## config.mk

```make
export PLATFORM = sky130hd
export DESIGN_NAME = swm_cell
export DESIGN_NICKNAME = d
export VERILOG_FILES = /design/src/rtl/swm_pkg.sv /design/src/rtl/swm_cell.sv
export SDC_FILE = /design/constraint.sdc
export NUM_CORES = 1
export LEC_CHECK = 0
export BUFFER_PORTS_ARGS = -buffer_cell sky130_fd_sc_hd__buf_4
export CAP_MARGIN = 40
export CORE_MARGIN = 2
export CORE_UTILIZATION = 38
export CTS_CLUSTER_SIZE = 25
export DETAILED_ROUTE_END_ITERATION = 8
export PLACE_DENSITY = 0.65
export RECOVER_POWER = 100
export SYNTH_ARGS = -nofsm -noshare
export SYNTH_HDL_FRONTEND = slang
export SYNTH_SLANG_ARGS = --single-unit
```

## constraint.sdc

```tcl
create_clock -name clk_i -period 3.1 [get_ports clk_i]
set_input_delay 0.62 -clock clk_i [delete_from_list [all_inputs] [get_ports clk_i]]
set_output_delay 0.62 -clock clk_i [all_outputs]
set_load 0.05 [all_outputs]
```

## src/rtl/swm_pkg.sv

```systemverilog
// Shared types and constants of the sliding window maximum block.
// No dependencies; imported by every module of the block.
`default_nettype none

package swm_pkg;

  localparam int DATA_W = 32;
  localparam int CFG_W  = 7;

  typedef logic signed [DATA_W-1:0] sample_t;

  typedef struct packed {
    logic load;
    logic fresh;
  } cell_ctl_t;

endpackage

`default_nettype wire

```

## src/rtl/swm_cell.sv

```systemverilog
// One cell of the running-maximum chain: holds the maximum of the newest k+1 words.
// Depends on swm_pkg.
`default_nettype none

module swm_cell #(
  parameter bit FIRST = 1'b0
) (
  input  logic               clk_i,
  input  swm_pkg::cell_ctl_t ctl_i,
  input  swm_pkg::sample_t   sample_i,
  input  swm_pkg::sample_t   prev_i,
  output swm_pkg::sample_t   max_o
);
  import swm_pkg::*;

  sample_t max_q;
  sample_t max_d;

  always_comb begin
    if (FIRST || ctl_i.fresh) begin
      max_d = sample_i;
    end else if (prev_i > sample_i) begin
      max_d = prev_i;
    end else begin
      max_d = sample_i;
    end
  end

  always_ff @(posedge clk_i) begin
    if (ctl_i.load) begin
      max_q <= max_d;
    end
  end

  assign max_o = max_q;

endmodule

`default_nettype wire

```

==> flow_metrics.py, run 1 <==
metrics = {
    "run_status": {
        "outcome": "finished, violations left",
        "failed_checks": "capacitance limit, slew limit",
    },
    "logic_synthesis": {
        "synth_top_family_by_area": "simple AND/OR/NAND/NOR gates",
        "yosysWarnings": 0,
        "synth_ff_type": "edfxtp_1",
        "synth-compound-area-share_pct": 27.1,
        "async_reset_ff_share_pct": 0,
        "synth.top_cells.by_count": "71 x nand4_1, 40 x nand2_1, 33 x inv_1, 33 x nand2b_1",
        "muxShareOfSynthArea_pct": 0,
        "synth_area_per_cell_um2": 8.61,
        "ys_types": 32,
        "ys_top_cells_by_area": "edfxtp_1 24%, nand4_1 11%, ha_1 10%",
        "synth_top_cell_by_area": "edfxtp_1",
        "synth_cells": 465,
        "syn_area_um2": 4000,
        "yosys.cell_count.top_type": "nand4_1",
        "synth_seq_cells": 32,
        "synth_top_area_share_pct": 24.0,
        "synthAdderAreaFrac_pct": 10.0,
        "yosys.area_share.simple_pct": 29.5,
        "synth_fp_nets": 564,
        "synth_edf_count": 32,
        "ys_seq_area_share_pct": 24.0,
        "synth_xor_area_share_pct": 0,
    },
    "layout": {
        "area_delta_synth_final_pct": 21.8,
        "antenna_cells": 0,
        "final_nets": 629,
        "largest_reg_flops": 32,
        "fill_cells": 1014,
        "postLayoutCellArea_um2": 4870,
        "final_layout_size_suffix_gt1_share_pct": 19.3,
    },
    "clock_tree": {
        "clockBufferDepth": 2,
        "cts_buffers": 5,
        "clock_sinks": 32,
        "cts-root-buf": "clkbuf_8",
        "clk_pin_slew_worst_paths_ns": 0.07,
        "cts_hold_buf": 0,
        "post_cts_resized": 0,
        "post_cts_buffers": 0,
        "htree_num_levels": 2,
        "cts_tree": "done",
    },
    "sta": {
        "slew_viol_final": 33,
        "fin_crit_ns": 2.79,
        "grt_setup_unrepaired": "false",
        "hold_viol_final": 0,
        "fmax_mhz": 358,
        "finalCritPeriodShare_pct": 90.0,
        "worstMarginPinSlew_ns": 2.11,
        "relSlewSlack_pct": -40.7,
        "finalSetupTns_ns": 0,
        "setup_violations": 0,
    },
    "global_route": {
        "grt_pass1_wl_mm": 19.0,
        "grt_max_degree": 96,
        "grt_pass1_vias": 3792,
        "antenna_found_initial": 0,
        "grt-ovfl-total": 0,
        "track_usage_pct": 20.4,
    },
    "pwr": {
        "power.total_w": 0.00175,
        "vdd_drop_max_mv": 0.156,
        "powerDensity_nw_per_um2": 360,
        "cellLeakagePower_nw": 1.76,
    },
    "worst_hold_path": {
        "hold_path_end": "max_o[0]",
        "min_from": "sample_i[0]",
        "whs_path_depth": 3,
        "hold_path.class": "in -> reg",
    },
    "job": {
        "drv_cap": 1,
    },
    "detailed_routing": {
        "drt_iter0_markers": 205,
        "drt-pass1-iter-count": 5,
        "routed_wl_mm": 11.9,
        "vias": 4197,
        "drc": 0,
        "vias_per_cell": 6.32,
        "ant_nets": 0,
        "wl_per_cell_um": 17.9,
    },
    "worst_setup_path": {
        "crit_fanout": 12,
        "required_ns": 3.10,
        "crit_chain": "buf_4 > inv_1 > ha_1 > nand4_1 > or4_1 > a31oi_1 > buf_4 > o221a_1 > o2111ai_1",
        "setup.worst_path.class": "in -> reg",
        "endpoint_kind": "flop",
        "cpPeakStageDelay_ns": 0.53,
        "crit_top_cell": "buf_4",
        "cp_slowest_cell": "or4_1",
        "critPathLaunchType": "input pin",
        "worstPathArrival_ns": 2.79,
    },
    "floorplan": {
        "die_area_um2": 11400,
        "die_h_um": 107,
        "rows": 37,
        "ios": 99,
        "initial_core_util_pct": 38.9,
        "core_um2": 10300,
        "die_w_um": 107,
    },
    "placed_design": {
        "place_area_um2": 4940,
        "dp_hpwl_mm": 8.02,
        "gp_congestion": 0.812,
        "io_buffer_count": 98,
    },
}
## report_power, final
group / total (W) / internal, W / switching, W
logic: 0.000870 / 0.000311 / 0.000559
registers: 0.000572 / 0.000554 / 0.0000179
clock network: 0.000313 / 0.000145 / 0.000168
total: 0.00175 / 0.00101 / 0.000745
## logic make-up (layout without fill, tap and decap cells)
logic type / Yosys count / after routing
AOI/OAI and AO/OA: 120 / 120
adders and majority gates: 32 / 32
buffers and inverters: 91 / 154
DFF: 32 / 32
and+or+nand+nor: 190 / 190
## critical path, delay by kind of cell
family	cells	cell delay [ns]
and+or+nand+nor	2	0.74
AOI/OAI and AO/OA	3	0.70
buffers and inverters	3	0.42
adders and majority gates	1	0.32
## layer usage
| layer | GRT usage (%) | share of wire (%) |
|---|---|---|
| met1 | 27.9 | 45 |
| met2 | 34.0 | 48 |
| met3 | 2.49 | 5.6 |
| met4 | 5.38 | 1.4 |
| met5 | 0 | 0 |
## placed cells by master (no fill, tap or decap), drive strengths merged
cell / n
a22oi: 1
o21bai: 1
nand4: 72
and2: 1
nand4b: 32
o221a: 32
edfxtp: 32
o211ai: 1
a21oi: 13
a211o: 32
ha: 32
a2111o: 1
nand3: 2
nor2b: 1
clkbuf: 38
nor2: 4
a221oi: 2
o21ai: 5
nand2: 40
nor3: 1
nand2b: 33
o2111ai: 31
nor4b: 1
or4: 3
inv: 33
buf: 83
a31oi: 1
## cell type report
cell class | instances | area (um^2) | share of cell area [%]
clock buffers | 5 | 68.8 | 1.41
inverters | 33 | 124 | 2.54
multi-input cells | 342 | 2700 | 55.3
flip-flops and latches | 32 | 961 | 19.7
well taps | 136 | 170 | 3.49
repair buffers | 116 | 855 | 17.5
## worst max-delay path by stage
stage                             from        end  slack (ns)  cells after the start
after floorplan           sample_i[31]  max_o[10]        0.41                     11
after global placement     sample_i[3]  max_o[25]        0.17                     10
after detailed placement  sample_i[11]  max_o[25]        0.12                     10
after CTS                 sample_i[11]  max_o[25]        0.42                     10
after global routing      sample_i[27]  max_o[23]        0.19                      9
final                     sample_i[27]  max_o[23]        0.31                      9
## stage by stage
stage               util, %  std cells  worst slack (ns)  hold slack (ns)
floorplan                 -        465             0.407            0.732
global placement       47.8        658             0.168            0.960
detailed placement     48.1        659             0.122            0.965
CTS                    48.8        664             0.418            0.670
global route           47.4        664             0.187            0.687
finish                 47.4        664             0.310            0.679
Power figures use the tool's default switching activity.
==> run 2: changes to the inputs <==
--- a/config.mk
+++ b/config.mk
@@ -12,7 +12,6 @@
 export CTS_CLUSTER_SIZE = 25
 export DETAILED_ROUTE_END_ITERATION = 8
 export PLACE_DENSITY = 0.65
-export RECOVER_POWER = 100
 export SYNTH_ARGS = -nofsm -noshare
 export SYNTH_HDL_FRONTEND = slang
 export SYNTH_SLANG_ARGS = --single-unit
==> constraint.sdc (replaced) <==
create_clock -name clk_i -period 3.5 [get_ports clk_i]
set_input_delay 0.7 -clock clk_i [delete_from_list [all_inputs] [get_ports clk_i]]
set_output_delay 0.7 -clock clk_i [all_outputs]
set_load 0.05 [all_outputs]
==> flow_metrics.py, run 2 (synthesis results as in run 1) <==
metrics = {
    "sta": {
        "slew_viol_final": 0,
        "hold_viol_final": 0,
        "fin_crit_ns": 2.95,
        "fmax_mhz": 339,
        "setup_violations": 0,
        "grt_setup_unrepaired": "false",
        "finalSetupTns_ns": 0,
        "relSlewSlack_pct": 37.9,
        "finalCritPeriodShare_pct": 84.4,
        "worstMarginPinSlew_ns": 0.930,
    },
    "floorplan": {
        "initial_core_util_pct": 38.9,
        "rows": 37,
        "ios": 99,
        "die_w_um": 107,
        "die_area_um2": 11400,
        "die_h_um": 107,
        "core_um2": 10300,
    },
    "global_route": {
        "track_usage_pct": 21.1,
        "grt_max_degree": 111,
        "grt_pass1_vias": 4047,
        "antenna_found_initial": 0,
        "grt_pass1_wl_mm": 19.8,
        "grt-ovfl-total": 0,
    },
    "worst_setup_path": {
        "crit_fanout": 24,
        "cp_slowest_cell": "or4_1",
        "cp_top_family": "compound AO/OA/AOI/OAI gates",
        "cpPeakStageDelay_ns": 0.60,
        "critPathLaunchType": "input pin",
        "crit_chain": "buf_4 > inv_1 > ha_1 > nand4_1 > or4_1 > a31oi_4 > buf_12 > o221a_1 > o2111ai_1",
        "critPathLaunch": "sample_i[23]",
        "setup.worst_path.class": "in -> reg",
        "worstPathArrival_ns": 2.95,
        "endpoint_kind": "flop",
        "crit_end": "max_o[6]",
        "path_buf_inv": 3,
        "required_ns": 3.50,
        "cp.depth": 9,
    },
    "layout": {
        "final_layout_size_suffix_gt1_share_pct": 25.2,
        "antenna_cells": 0,
        "fill_cells": 1005,
        "multi_input_area_um2": 2710,
        "final_cells": 663,
        "fin_util_pct": 48.3,
        "postLayoutCellArea_um2": 4960,
        "area_delta_synth_final_pct": 23.9,
        "layout_common_cells": "108 x buf_4, 71 x nand4_1, 40 x nand2_1, 33 x inv_1, 33 x nand2b_1",
        "seq_area_um2": 961,
        "final_nets": 626,
        "final_common_cell": "buf_4",
        "largest_reg_flops": 32,
    },
    "clock_tree": {
        "cts_buffers": 5,
        "cts-root-buf": "clkbuf_8",
        "cts_hold_buf": 0,
        "htree_num_levels": 2,
        "clk_pin_slew_worst_paths_ns": 0.08,
        "cts_tree": "done",
        "post_cts_buffers": 0,
        "post_cts_resized": 0,
        "clockBufferDepth": 2,
        "clock_sinks": 32,
    },
    "placed_design": {
        "gp_congestion": 0.783,
        "dpl.cell_count": 656,
        "place_area_um2": 4880,
        "io_buffer_count": 98,
        "dp_hpwl_mm": 8.09,
    },
    "pwr": {
        "power.total_w": 0.00159,
        "vdd_drop_max_mv": 0.151,
        "cellLeakagePower_nw": 1.86,
        "powerDensity_nw_per_um2": 321,
    },
    "run_status": {
        "outcome": "finished clean",
    },
    "detailed_routing": {
        "wl_per_cell_um": 18.2,
        "drc": 0,
        "vias_per_cell": 6.36,
        "ant_nets": 0,
        "drt_iter0_markers": 192,
        "drt-pass1-iter-count": 4,
        "vias": 4216,
        "routed_wl_mm": 12.1,
    },
    "job": {
        "drv_cap": 0,
    },
    "worst_hold_path": {
        "hold_path.class": "in -> reg",
    },
}
==> run 2: cell types whose count changed in the layout (fill, tap and decap cells not counted) <==
| cell | change |
|---|---|
| a31oi_1 | -1 |
| clkinv_1 | +2 |
| clkbuf_1 | -33 |
| a31oi_4 | +1 |
| buf_12 | -3 |
| buf_4 | +33 |
==> run 2: worst min path at each step <==
stage / from / end / slack, ns / depth (start not counted)
6_report: sample_i[0] / max_o[0] / 0.74 / 3
3_5_place_dp: sample_i[0] / max_o[0] / 1.05 / 3
5_1_grt: sample_i[0] / max_o[0] / 0.77 / 3
3_3_place_gp: sample_i[0] / max_o[0] / 1.03 / 3
4_1_cts: sample_i[0] / max_o[0] / 0.75 / 3
2_1_floorplan: ctl_i[1] / max_o[0] / 0.81 / 0
==> run 2: area by class of cell <==
class | instances | area share, %
Clock inverter | 2 | 0.151
Inverter | 33 | 2.50
Sequential cell | 32 | 19.4
Timing Repair Buffer | 113 | 18.5
Clock buffer | 5 | 1.39
Tap cell | 136 | 3.43
Multi-Input combinational cell | 342 | 54.6
==> run 2: stage by stage <==
stage / hold WS [ns] / setup slack (ns)
finish: 0.745 / 0.547
global route: 0.766 / 0.400
CTS: 0.745 / 0.552
detailed placement: 1.05 / 0.251
global placement: 1.03 / 0.361
floorplan: 0.812 / 0.727
==> run 2: metal layers <==
layer	up-vias	part of all wire, %	global-route usage (%)
li1	2009	-	-
met1	2067	45	28.5
met2	124	49	35.0
met3	16	4.8	2.61
met4	0	1.7	7.14
met5	-	0	0
==> run 2: tightest hold or removal path, cell delays in order <==
cell,delay [ns]
buf_4,0.11
nand2_1,0.05
nand4b_1,0.08
==> run 2: report_power, final <==
group          switching [W]  internal (W)
Clock               0.000153      0.000132
Sequential         0.0000155      0.000489
Combinational       0.000496      0.000307
Total               0.000665      0.000928
